### src/design/apptu_pkg.sv
// Package for the adaptive poll period tuner unit.
// Item types, controller/datapath command and status structs, register codes and reset values.
// No dependencies.
package apptu_pkg;

  localparam int DEF_PERIOD_SLOTS = 32;

  localparam int PER_W  = 5;
  localparam int SCAN_W = PER_W + 1;
  localparam int MSC_W  = 16;
  localparam int DIV_W  = 10;
  localparam int CFG_IDX_W = 3;
  localparam int CFG_DATA_W = 16;

  localparam logic [CFG_IDX_W-1:0] CFG_INITIAL_PERIOD    = 3'd0;
  localparam logic [CFG_IDX_W-1:0] CFG_MIN_PERIOD        = 3'd1;
  localparam logic [CFG_IDX_W-1:0] CFG_MAX_PERIOD        = 3'd2;
  localparam logic [CFG_IDX_W-1:0] CFG_MIN_SAMPLE_CYCLES = 3'd3;
  localparam logic [CFG_IDX_W-1:0] CFG_DEGRADE_DIVISOR   = 3'd4;
  localparam logic [CFG_IDX_W-1:0] CFG_IMPROVE_DIVISOR   = 3'd5;
  localparam logic [CFG_IDX_W-1:0] CFG_RECOMMEND_DIVISOR = 3'd6;

  localparam logic [PER_W-1:0] RST_INITIAL_PERIOD    = 5'd10;
  localparam logic [PER_W-1:0] RST_MIN_PERIOD        = 5'd1;
  localparam logic [PER_W-1:0] RST_MAX_PERIOD        = 5'd20;
  localparam logic [MSC_W-1:0] RST_MIN_SAMPLE_CYCLES = 16'd200;
  localparam logic [DIV_W-1:0] RST_DEGRADE_DIVISOR   = 10'd50;
  localparam logic [DIV_W-1:0] RST_IMPROVE_DIVISOR   = 10'd200;
  localparam logic [DIV_W-1:0] RST_RECOMMEND_DIVISOR = 10'd100;

  typedef struct packed {
    logic [11:0] cycle_count;
    logic [13:0] comm_failures;
    logic [11:0] deadline_misses;
  } in_item_t;

  typedef struct packed {
    logic [PER_W-1:0] read_period;
    logic [PER_W-1:0] recommended_period;
  } out_item_t;

  typedef enum logic [2:0] {
    MUL_DEG,
    MUL_IMP,
    MUL_REC,
    MUL_I_BC,
    MUL_BI_C
  } mul_sel_e;

  typedef struct packed {
    logic              load_in;
    logic              rd_en;
    logic              rd_cur;
    logic [SCAN_W-1:0] rd_p;
    logic [SCAN_W-1:0] scan_p;
    logic              acc_wr;
    mul_sel_e          mul_sel;
    logic              latch_deg;
    logic              latch_stb;
    logic              latch_ci;
    logic              save_prod;
    logic              p2_init;
    logic              p2_cmp;
    logic              best_from_p;
    logic              best_from_pick;
    logic              adjust;
    logic              out_load;
  } cmd_t;

  typedef struct packed {
    logic hit;
  } sts_t;

endpackage

### src/design/apptu_ctrl.sv
// Controller of the adaptive poll period tuner unit: sequences accumulation, window tests
// and the two recommendation scans, and owns the item handshakes.
// Depends on apptu_pkg.
module apptu_ctrl #(
  parameter int PERIOD_SLOTS = apptu_pkg::DEF_PERIOD_SLOTS
) (
  input  logic                        clk_i,
  input  logic                        rst_ni,
  input  logic                        in_valid_i,
  output logic                        in_ready_o,
  output logic                        out_valid_o,
  input  logic                        out_ready_i,
  input  logic [apptu_pkg::PER_W-1:0] cfg_min_i,
  input  logic [apptu_pkg::PER_W-1:0] cfg_max_i,
  input  apptu_pkg::sts_t             sts_i,
  output apptu_pkg::cmd_t             cmd_o
);

  typedef enum logic [3:0] {
    S_IDLE,
    S_ACC,
    S_WIN_D,
    S_WIN_I,
    S_P1_MUL,
    S_P1_CMP,
    S_P2_INIT,
    S_P2_MA,
    S_P2_MB,
    S_P2_CMP,
    S_P2_END,
    S_FIN,
    S_OUT
  } state_e;

  state_e                       state_q, state_d;
  logic [apptu_pkg::SCAN_W-1:0] p_q, p_d;
  logic                         out_valid_q, out_valid_d;

  function automatic logic in_rng(input logic [apptu_pkg::SCAN_W-1:0] p,
                                  input logic [apptu_pkg::PER_W-1:0] hi);
    in_rng = (p <= {1'b0, hi}) && (32'(p) < PERIOD_SLOTS);
  endfunction

  always_comb begin
    state_d     = state_q;
    p_d         = p_q;
    out_valid_d = out_valid_q && !out_ready_i;
    in_ready_o  = 1'b0;
    cmd_o       = '0;
    cmd_o.mul_sel = apptu_pkg::MUL_DEG;
    unique case (state_q)
      S_IDLE: begin
        in_ready_o = 1'b1;
        if (in_valid_i) begin
          cmd_o.load_in = 1'b1;
          cmd_o.rd_en   = 1'b1;
          cmd_o.rd_cur  = 1'b1;
          state_d       = S_ACC;
        end
      end
      S_ACC: begin
        cmd_o.acc_wr  = 1'b1;
        cmd_o.mul_sel = apptu_pkg::MUL_DEG;
        state_d       = S_WIN_D;
      end
      S_WIN_D: begin
        cmd_o.latch_deg = 1'b1;
        cmd_o.mul_sel   = apptu_pkg::MUL_IMP;
        state_d         = S_WIN_I;
      end
      S_WIN_I: begin
        cmd_o.latch_stb = 1'b1;
        p_d = {1'b0, cfg_min_i};
        if (in_rng(p_d, cfg_max_i)) begin
          cmd_o.rd_en = 1'b1;
          state_d     = S_P1_MUL;
        end else begin
          state_d = S_P2_INIT;
        end
      end
      S_P1_MUL: begin
        cmd_o.latch_ci = 1'b1;
        cmd_o.mul_sel  = apptu_pkg::MUL_REC;
        state_d        = S_P1_CMP;
      end
      S_P1_CMP: begin
        if (sts_i.hit) begin
          cmd_o.best_from_p = 1'b1;
          state_d           = S_FIN;
        end else begin
          p_d = p_q + 6'd1;
          if (in_rng(p_d, cfg_max_i)) begin
            cmd_o.rd_en = 1'b1;
            state_d     = S_P1_MUL;
          end else begin
            state_d = S_P2_INIT;
          end
        end
      end
      S_P2_INIT: begin
        cmd_o.p2_init = 1'b1;
        p_d = {1'b0, cfg_min_i};
        if (in_rng(p_d, cfg_max_i)) begin
          cmd_o.rd_en = 1'b1;
          state_d     = S_P2_MA;
        end else begin
          state_d = S_P2_END;
        end
      end
      S_P2_MA: begin
        cmd_o.latch_ci = 1'b1;
        cmd_o.mul_sel  = apptu_pkg::MUL_I_BC;
        state_d        = S_P2_MB;
      end
      S_P2_MB: begin
        cmd_o.save_prod = 1'b1;
        cmd_o.mul_sel   = apptu_pkg::MUL_BI_C;
        state_d         = S_P2_CMP;
      end
      S_P2_CMP: begin
        cmd_o.p2_cmp = 1'b1;
        p_d = p_q + 6'd1;
        if (in_rng(p_d, cfg_max_i)) begin
          cmd_o.rd_en = 1'b1;
          state_d     = S_P2_MA;
        end else begin
          state_d = S_P2_END;
        end
      end
      S_P2_END: begin
        cmd_o.best_from_pick = 1'b1;
        state_d              = S_FIN;
      end
      S_FIN: begin
        cmd_o.adjust = 1'b1;
        state_d      = S_OUT;
      end
      S_OUT: begin
        if (!out_valid_q || out_ready_i) begin
          cmd_o.out_load = 1'b1;
          out_valid_d    = 1'b1;
          state_d        = S_IDLE;
        end
      end
      default: begin
        state_d = S_IDLE;
      end
    endcase
    cmd_o.rd_p   = p_d;
    cmd_o.scan_p = p_q;
  end

  always_ff @(posedge clk_i or negedge rst_ni) begin
    if (!rst_ni) begin
      state_q     <= S_IDLE;
      p_q         <= '0;
      out_valid_q <= 1'b0;
    end else begin
      state_q     <= state_d;
      p_q         <= p_d;
      out_valid_q <= out_valid_d;
    end
  end

  assign out_valid_o = out_valid_q;

endmodule

### config.mk
export PLATFORM = sky130hd
export DESIGN_NAME = apptu_ctrl
export DESIGN_NICKNAME = d
export VERILOG_FILES = /design/src/design/apptu_pkg.sv /design/src/design/apptu_ctrl.sv
export SDC_FILE = /design/constraint.sdc
export NUM_CORES = 1
export LEC_CHECK = 0
export ABC_AREA = 0
export ABC_CLOCK_PERIOD_IN_PS = 2600
export BUFFER_PORTS_ARGS = -buffer_cell sky130_fd_sc_hd__buf_2
export CAP_MARGIN = 20
export CORE_MARGIN = 1.5
export CORE_UTILIZATION = 48
export CTS_CLUSTER_DIAMETER = 60
export DETAILED_ROUTE_END_ITERATION = 8
export GPL_TIMING_DRIVEN = 0
export PLACE_DENSITY = 0.8
export SKIP_CTS_REPAIR_TIMING = 1
export SLEW_MARGIN = 10
export SYNTH_ARGS = -nofsm -noshare
export SYNTH_HDL_FRONTEND = slang
export SYNTH_SLANG_ARGS = --single-unit
### constraint.sdc
create_clock -name clk_i -period 2.6 [get_ports clk_i]
set_input_delay 0.52 -clock clk_i [delete_from_list [all_inputs] [get_ports clk_i]]
set_output_delay 0.52 -clock clk_i [all_outputs]
set_load 0.01 [all_outputs]
After elaboration in Yosys (flattened, before gate mapping). Index checks and enable logic that the tools add are counted.

Input bits: 15. Output and inout bits: 31. Register bits: 11. Word-level logic and storage cells: 64.

Magnitude comparators: 3. Add/sub/neg operators: 1. Equality and inequality tests: 14. Muxes and demuxes: 34. Reduce and logical (&&, ||, !) cells: 9.

Operator list (count): one-hot mux 4 bit (13 select lines) (1); two-way mux 1 bit (21); == test 4 bit, second input constant (5); two-way mux 4 bit (5); one-hot mux 6 bit (3 select lines) (1); == test 4 x 3 -> 1 bit, second input constant (4); one-hot mux 3 bit (4 select lines) (1); == test 4 x 2 -> 1 bit, second input constant (2); adder 6 x 1 -> 6 bit, second input constant (1); less-or-equal comparator 6 x 5 -> 1 bit (1); < comparator 6 bit, second input constant (1); two-way mux 6 bit (1); less-or-equal comparator 5 bit (1); == test 4 x 1 -> 1 bit, second input constant (1); logical NOT 4 bit (1); two-way mux 2 bit (2); inequality test 2 bit, second input constant (2); one-hot mux 1 bit (4 select lines) (1); OR reduction 2 bit (2); two-way mux 3 bit (1); logical AND 1 bit (2); logical NOT 1 bit (2); AND reduction 2 bit (1); logical OR 1 bit (1).

Depth between registers and ports, before layout. Gate-level depths: netlist of run 1.

Word-level depth: 6. Gate-level depth with buffers: 9. Gate-level depth less buffers: 9.

Worst setup path before layout of run 1. No wires, ideal clock.

Path kind: register -> output. Start point: reg p_q[0] in the netlist's numbering. End point: out cmd_o[27] in the netlist's numbering. Buffers on the path: 0. Arrival time: 2010 ps. Path slack: 70 ps. Data required time: 2080 ps. Stages on the path, launching flop included: 10. Cell sequence: dfrtp_1 -> ha_1 -> nand3_1 -> xnor2_1 -> ha_1 -> a21o_1 -> mux2i_1 -> a21oi_1 -> nor2b_4 -> a211o_1.

RTL lines: start, declared (RTL line apptu_ctrl.sv:36) `logic [apptu_pkg::SCAN_W-1:0] p_q, p_d;`; start signal, assigned (RTL line apptu_ctrl.sv:160) `p_q <= p_d;`; end, declared (RTL line apptu_ctrl.sv:16) `output apptu_pkg::cmd_t cmd_o`.

==> results.sh, run 1 <==
export IMPL_wl_um=3040
export IMPL_synth_xor_area_share_pct=3.94
export IMPL_min_period_ps=2830
export IMPL_failed_checks="setup timing"
export IMPL_dp_slack_ps=-135
export IMPL_cp_max_fo=4
export IMPL_die_w_um=51.1
export IMPL_worstReg2RegStart="p_q[1]$_DFF_PN0_"
export IMPL_cts_max_level=1
export IMPL_clk_pin_slew_worst_paths_ps=80
export IMPL_routabilityCongestion=0.861
export IMPL_worst_slack_ps=-228
export IMPL_ir_drop_uv=744
export IMPL_core_um2=2190
export IMPL_synth_top_area_cell="dfrtp_1"
export IMPL_initial_core_util_pct=50.7
export IMPL_clock_insertion_delay_worst_skew_ps=280
export IMPL_synth_edf_count=0
export IMPL_skew_ps=7.78
export IMPL_relSlewSlack_pct=71.6
export IMPL_status="finished, violations left"
export IMPL_port_buffers=45
export IMPL_hpwl_um=2270
export IMPL_timing_final_crit_share_pct=109
export IMPL_ant_nets=0
export IMPL_finalSetupViolations=1
export IMPL_wl_per_cell_um=13.8
export IMPL_grt_pass1_wl_um=4670
export IMPL_antenna_found_initial=0
export IMPL_fill_cells=196
export IMPL_synth_seq_cells=11
export IMPL_arrival_ps=2310
export IMPL_power_frac_comb_pct=72.1
export IMPL_route_detailed_drc=0
export IMPL_die_y_um=51.1
export IMPL_rsz0062_at_grt="yes"
export IMPL_finalHoldViolCount=0
export IMPL_p_leak_nw=0.796
export IMPL_grt_max_degree=12
export IMPL_ff_latch_area_um2=278
export IMPL_area_delta_synth_final_pct=32.7
export IMPL_synthMuxAreaShare_pct=0.901
export IMPL_cts_sinks=11
export IMPL_p_int_mw=0.833
export IMPL_max_freq_mhz=354
export IMPL_synthFlopType="dfrtp_1"
export IMPL_cts_tree="yes"
export IMPL_finalPower_mw=1.67
export IMPL_cap_violations=0
export IMPL_viasPerCell=5.44
export IMPL_final_area_um2=1470
export IMPL_powerDensity_nw_per_um2=1130
export IMPL_cp_start_kind="flip-flop"
export IMPL_row_count=17
export IMPL_netlist_area_um2=1110
export IMPL_critPathCaptureType="output port"
export IMPL_synth_compound_area_share_pct=21.6
export IMPL_ys_types=42
export IMPL_io_pin_count=46
export IMPL_grt_usage_pct=23.4
export IMPL_hold_class="in2async"
export IMPL_ys_seq_area_share_pct=24.8
export IMPL_yosys_warnings=0
export IMPL_r2r_worst_path_cells=10
export IMPL_dieArea_um2=2610
export IMPL_layout_nets=220
export IMPL_worst_slew_pin_transition_ps=426
export IMPL_synthCells=139
export IMPL_first_iter_violations=35
export IMPL_grt_pass1_vias=1032
export IMPL_path_class="reg2out"
export IMPL_clockPowerShare_pct=7.5
export IMPL_cts_buffers=3
export IMPL_final_cell_mix="48 x buf_2, 16 x nand2_1, 13 x nor2_1"
export IMPL_finalMaxSlewViolations=0
export IMPL_async_flop_share_pct=100
export IMPL_startpoint="p_q[1]$_DFF_PN0_"
export IMPL_antenna_cells=0
export IMPL_p_sw_share_pct=50.1
export IMPL_gr_total_overflow=0
export IMPL_power_switching_mw=0.837
export IMPL_synthSimpleGateAreaFrac_pct=28.9
export IMPL_synth_adder_area_share_pct=12.4
export IMPL_syn_nets=165
export IMPL_synth_top_family_by_area="simple AND/OR/NAND/NOR gates"
export IMPL_synth_top_cell_area_share_pct=24.8
export IMPL_seq_power_share_pct=20.4
export IMPL_clockBufferDepth=2
export IMPL_required_ps=2080
export IMPL_rrSetupSlack_ps=440
export IMPL_root_buffer="clkbuf_4"
export IMPL_multi_input_area_um2=790
export IMPL_synthTopCellsByArea="dfrtp_1 25%, ha_1 12%, nand2_1 5.4%, nor2_1 4.4%, nor2b_1 3.9%"
export IMPL_syn_avg_cell_area_um2=7.99
export IMPL_dpl_cell_area_um2=1370
export IMPL_firstDrtPassIters=4
export IMPL_vias=1202
export IMPL_layout_commonest_cell="buf_2"
export IMPL_drive_gt1_share_pct=37.8
worst paths after layout:
path / end
worst max-delay path: cmd_o[27]
worst min-delay path: out_valid_o$_DFF_PN0_
worst max register to register: state_q[0]$_DFFE_PN0P_
worst min register to register: out_valid_o$_DFF_PN0_
max in group asynchronous: p_q[1]$_DFF_PN0_
min in group clk_i: p_q[2]$_DFF_PN0_
synthesized netlist by cell type (all sizes together), types with 2 or more instances:
cell and count:
nand2b 5, clkbuf 3, a21oi 5, xnor2 3
a22oi 2, nand3 4, inv 8, nand2 16
dfrtp 11, buf 6, o211ai 2, a211o 3
a21o 2, ha 11, a221o 2, o21ai 10
nor3 8, o31ai 2, nor2b 8, xor2 2
nor2 14
registers in the layout (all words and copies together) (netlist names):
signal       count
out_valid_o      1
p_q              6
state_q          4
power groups by stage:
| stage | clock (mW) | sequential (mW) | combinational [mW] |
|---|---|---|---|
| final | 0.126 | 0.340 | 1.20 |
| after global routing | 0.131 | 0.350 | 1.32 |
| after CTS | 0.124 | 0.325 | 1.11 |
| after detailed placement | 0 | 0.327 | 1.10 |
| after global placement | 0 | 0.324 | 1.07 |
| after floorplan | 0 | 0.327 | 0.756 |
metal layers:
metal / vias up / global-route usage [%] / wire length, µm
li1: 599 / - / -
met3: 5 / 2.63 / 154
met2: 47 / 37.4 / 1440
met5: - / 0 / 0
met4: 0 / 5.41 / 48
met1: 551 / 33.8 / 1390
per-stage QoR:
stage / util (%) / std cells / hold WS (ps) / setup TNS, ps
5_1_grt: 67.3 / 221 / 117 / -309
2_1_floorplan: - / 139 / 224 / 0
4_1_cts: 63.8 / 216 / 113 / -463
3_3_place_gp: 62.6 / 212 / 403 / -144
3_5_place_dp: 62.6 / 212 / 413 / -135
6_report: 67.3 / 221 / 101 / -228
cells by family after synthesis:
group                      after synthesis
buffers and inverters                   17
AOI/OAI and AO/OA                       33
muxes                                    1
xor gates and xnor gates                 5
adders and majority gates               11
and+or+nand+nor                         61
DFF                                     11
cell type report:
type	instances	area share, %
Inverter	8	2.04
Buffer	9	3.57
Multi-Input combinational cell	111	53.6
Clock buffer	4	1.78
Timing Repair Buffer	50	17.8
Tap cell	28	2.38
Sequential cell	11	18.8
critical path, cell delays in order (launching register included):
cell	delay, ps
dfrtp_2	450
ha_4	190
buf_4	130
xor2_1	140
ha_1	300
nand3_1	90
mux2i_1	80
a21oi_2	170
nor2b_4	60
a211o_1	270
buf_2	140
(Power assumes the default switching activity.)
==> inputs of run 2 (changes only) <==
Settings changed: ABC_CLOCK_PERIOD_IN_PS 2600 to 3200.
Clock period 2.6 ns to 3.2 ns, I/O delays scaled along.
==> results.sh, run 2 (synthesis gave the netlist of run 1 again) <==
export IMPL_cts_tree="yes"
export IMPL_area_delta_synth_final_pct=27.8
export IMPL_gr_total_overflow=0
export IMPL_fill_cells=211
export IMPL_cp_start_kind="flip-flop"
export IMPL_cts_buffers=3
export IMPL_skew_ps=4.00
export IMPL_dieArea_um2=2610
export IMPL_hold_class="in2async"
export IMPL_first_iter_violations=40
export IMPL_rsz0062_at_grt="no"
export IMPL_ant_nets=0
export IMPL_initial_core_util_pct=50.7
export IMPL_firstDrtPassIters=4
export IMPL_p_sw_share_pct=50.3
export IMPL_die_w_um=51.1
export IMPL_port_buffers=45
export IMPL_layout_commonest_cell="buf_2"
export IMPL_cp_max_fo=6
export IMPL_wl_um=2890
export IMPL_power_switching_mw=0.650
export IMPL_final_cell_mix="48 x buf_2, 16 x nand2_1, 13 x nor2_1"
export IMPL_finalMaxSlewViolations=0
export IMPL_power_frac_comb_pct=71.9
export IMPL_p_int_mw=0.641
export IMPL_clock_insertion_delay_worst_skew_ps=270
export IMPL_r2r_worst_path_cells=9
export IMPL_row_count=17
export IMPL_finalSetupViolations=0
export IMPL_antenna_found_initial=0
export IMPL_seq_power_share_pct=20.6
export IMPL_die_y_um=51.1
export IMPL_p_leak_nw=0.774
export IMPL_arrival_ps=2400
export IMPL_timing_final_crit_share_pct=95.0
export IMPL_clockPowerShare_pct=7.6
export IMPL_largest_reg_flops=6
export IMPL_vias=1197
export IMPL_max_freq_mhz=329
export IMPL_cap_violations=0
export IMPL_drive_gt1_share_pct=35.3
export IMPL_path_class="reg2out"
export IMPL_worst_slew_pin_transition_ps=403
export IMPL_grt_max_degree=12
export IMPL_grt_usage_pct=23.4
export IMPL_dp_slack_ps=345
export IMPL_core_um2=2190
export IMPL_min_period_ps=3040
export IMPL_layout_nets=217
export IMPL_worst_slack_ps=161
export IMPL_tns_ps=0
export IMPL_route_detailed_drc=0
export IMPL_ir_drop_uv=501
export IMPL_cts_max_level=1
export IMPL_powerDensity_nw_per_um2=910
export IMPL_finalHoldViolCount=0
export IMPL_root_buffer="clkbuf_4"
export IMPL_io_pin_count=46
export IMPL_critPathCaptureType="output port"
export IMPL_clockBufferDepth=2
export IMPL_cts_sinks=11
export IMPL_required_ps=2560
export IMPL_grt_pass1_wl_um=4670
export IMPL_viasPerCell=5.49
export IMPL_status="completed"
export IMPL_relSlewSlack_pct=73.1
export IMPL_antenna_cells=0
export IMPL_hpwl_um=2270
export IMPL_wl_per_cell_um=13.3
export IMPL_max_flop_register="p_q"
export IMPL_grt_pass1_vias=1032
export IMPL_routabilityCongestion=0.861
export IMPL_clk_pin_slew_worst_paths_ps=80
## run 2: cell count changes in the layout (fill, tap and decap cells not counted)
| cell | before | now |
|---|---|---|
| dfrtp_2 | 2 | 1 |
| xnor2_2 | 1 | 0 |
| ha_4 | 1 | 0 |
| ha_2 | 0 | 1 |
| dfrtp_1 | 9 | 10 |
| buf_4 | 7 | 4 |
| nand3_1 | 2 | 3 |
| xnor2_1 | 2 | 3 |
| nand3_4 | 1 | 0 |
## run 2: metal layers
layer  vias up  part of all wire [%]  GRT usage [%]
met5         -                     0              0
met4         0                  0.28           5.41
met3         2                   5.0           2.63
met2        37                    50           37.4
met1       563                    45           33.8
li1        595                     -              -
## run 2: area by class of cell
class	instances	area [µm²]	share of cell area [%]
Buffer	9	52.6	3.70
Inverter	8	30.0	2.11
Tap cell	28	35.0	2.47
Timing Repair Buffer	47	240	16.9
Clock buffer	4	26.3	1.85
Multi-Input combinational cell	111	759	53.5
Sequential cell	11	277	19.5
## run 2: final timing paths
kind	slack [ps]	startpoint	endpoint
worst max-delay path	160	p_q[0]$_DFF_PN0_	cmd_o[27]
worst min-delay path	240	rst_ni	out_valid_o$_DFF_PN0_
worst max register to register	1080	p_q[0]$_DFF_PN0_	state_q[3]$_DFFE_PN0P_
worst min register to register	570	out_valid_o$_DFF_PN0_	out_valid_o$_DFF_PN0_
max in group asynchronous	2730	rst_ni	p_q[0]$_DFF_PN0_
min in group clk_i	570	out_valid_o$_DFF_PN0_	out_valid_o$_DFF_PN0_
## run 2: power groups by stage
stage                     clock, mW  combinational, mW  sequential [mW]
after floorplan                   0              0.614            0.266
after global placement            0              0.870            0.263
after detailed placement          0              0.895            0.266
after CTS                     0.100              0.898            0.264
after global routing          0.106               1.02            0.274
final                        0.0977              0.928            0.266
## run 2: through the flow
stage	instance area (µm²)	util (%)	instances	hold slack (ps)	power, mW
finish	1420	64.8	218	235	1.29
global route	1420	64.8	218	236	1.40
CTS	1400	63.8	216	233	1.26
detailed placement	1370	62.6	212	533	1.16
global placement	1370	62.6	212	523	1.13
floorplan	1110	-	139	344	0.880
## run 2: worst max-delay path, stage by stage (launching register included)
cell     delay [ps]
dfrtp_2         420
ha_2            230
nand3_1         100
xnor2_1         160
ha_1            300
a21o_1          120
mux2i_1          90
a21oi_2         170
nor2b_4          80
a211o_1         310
buf_2           140
==> inputs of run 3 (changes only) <==
Settings changed: ABC_CLOCK_PERIOD_IN_PS 3200 to 3230.
Clock period 3.2 ns to 3.23 ns, I/O delays scaled along.
==> results.sh, run 3 (synthesis gave the netlist of run 1 again) <==
export IMPL_cts_tree="yes"
export IMPL_status="completed"
export IMPL_cts_max_level=1
export IMPL_die_y_um=51.1
export IMPL_min_period_ps=3070
export IMPL_hold_class="in2async"
export IMPL_cap_violations=0
export IMPL_max_freq_mhz=326
export IMPL_path_class="reg2out"
export IMPL_tns_ps=0
export IMPL_layout_commonest_cell="buf_2"
export IMPL_gr_total_overflow=0
export IMPL_routabilityCongestion=0.861
export IMPL_dp_slack_ps=369
export IMPL_clockBufferDepth=2
export IMPL_cp_start_kind="flip-flop"
export IMPL_antenna_cells=0
export IMPL_arrival_ps=2420
export IMPL_clk_pin_slew_worst_paths_ps=80
export IMPL_finalHoldViolCount=0
export IMPL_rrSetupSlack_ps=1090
export IMPL_clock_insertion_delay_worst_skew_ps=270
export IMPL_row_count=17
export IMPL_grt_pass1_vias=1032
export IMPL_hpwl_um=2270
export IMPL_rsz0062_at_grt="no"
export IMPL_viasPerCell=5.50
export IMPL_worst_slew_pin_transition_ps=399
export IMPL_die_w_um=51.1
export IMPL_critPathCaptureType="output port"
export IMPL_vias=1188
export IMPL_p_leak_nw=0.764
export IMPL_r2r_worst_path_cells=9
export IMPL_powerDensity_nw_per_um2=900
export IMPL_cts_buffers=3
export IMPL_initial_core_util_pct=50.7
export IMPL_cp_max_fo=5
export IMPL_timing_final_crit_share_pct=95.1
export IMPL_relSlewSlack_pct=73.4
export IMPL_wl_um=2880
export IMPL_largest_reg_flops=6
export IMPL_grt_pass1_wl_um=4670
export IMPL_dpl_cell_area_um2=1370
export IMPL_antenna_found_initial=0
export IMPL_dieArea_um2=2610
export IMPL_fill_cells=218
export IMPL_first_iter_violations=34
export IMPL_slowest_stage="dfrtp_1"
export IMPL_path_cells="ha_2, nand3_1, xnor2_1, ha_1, a21o_1, mux2i_1, a21oi_2, nor2b_4, a211o_1, buf_2"
export IMPL_finalMaxSlewViolations=0
export IMPL_grt_usage_pct=23.4
export IMPL_skew_ps=4.95
export IMPL_layout_nets=215
export IMPL_wl_per_cell_um=13.3
export IMPL_ir_drop_uv=501
export IMPL_drive_gt1_share_pct=34.6
export IMPL_finalSetupViolations=0
export IMPL_required_ps=2580
export IMPL_route_detailed_drc=0
export IMPL_root_buffer="clkbuf_4"
export IMPL_area_delta_synth_final_pct=26.5
export IMPL_cts_sinks=11
export IMPL_ant_nets=0
export IMPL_io_pin_count=46
export IMPL_final_area_um2=1410
export IMPL_grt_max_degree=12
export IMPL_regToRegEndpoint="state_q[3]$_DFFE_PN0P_"
export IMPL_slowest_delay_ps=430
export IMPL_worstReg2RegStart="p_q[1]$_DFF_PN0_"
export IMPL_port_buffers=45
export IMPL_final_cell_mix="48 x buf_2, 16 x nand2_1, 13 x nor2_1"
export IMPL_firstDrtPassIters=4
export IMPL_max_flop_register="p_q"
export IMPL_worst_slack_ps=159
export IMPL_core_um2=2190
[run 3: cell count changes in the layout (fill, tap and decap cells not counted)]
cell	before	now
buf_4	4	2
[run 3: final cells by class]
cell class              instances  area, µm²  share of cell area, %
multi-input cells             111        759                   54.1
well taps                      28       35.0                   2.49
clock buffers                   4       26.3                   1.87
inverters                       8       30.0                   2.14
repair buffers                 45        225                   16.0
plain buffers                   9       52.6                   3.74
flip-flops and latches         11        277                   19.7
[run 3: per-stage QoR]
step	util, %	total power [mW]	hold WS (ps)	cells
after detailed placement	62.6	1.15	539	212
after CTS	63.8	1.25	239	216
final	64.1	1.27	233	216
after global placement	62.6	1.12	529	212
after floorplan	-	0.872	350	139
after global routing	64.1	1.37	242	216
[run 3: worst max path at each step]
stage	startpoint	to	slack (ps)	depth (start not counted)
floorplan	p_q[0]$_DFF_PN0_	cmd_o[27]	570	9
global placement	p_q[0]$_DFF_PN0_	cmd_o[27]	360	10
detailed placement	p_q[0]$_DFF_PN0_	cmd_o[27]	370	10
CTS	p_q[0]$_DFF_PN0_	cmd_o[27]	40	10
global route	p_q[1]$_DFF_PN0_	cmd_o[27]	20	10
finish	p_q[1]$_DFF_PN0_	cmd_o[27]	160	10
[run 3: worst max-delay path, delay by kind of cell, from the launching register on]
kind                     cells  cell delay (ps)
multiplexers                 1              180
buffers and inverters        1              130
AND/OR/NAND/NOR              2              280
AO/OA/AOI/OAI                3              400
XOR/XNOR                     1              200
flip-flops                   1              430
adder cells (fa/ha/maj)      2              530
[run 3: metal layers]
metal	part of all wire [%]	track usage (%)	vias to the layer above
met1	46	33.8	555
met2	49	37.4	41
met3	4.6	2.63	3
li1	-	-	589
met5	0	0	-
met4	0.42	5.41	0
[run 3: report_power, final]
group,switching [mW],total (mW),internal (mW)
registers,0.0722,0.265,0.193
logic,0.519,0.902,0.383
clock network,0.0506,0.0984,0.0479
total,0.641,1.27,0.624
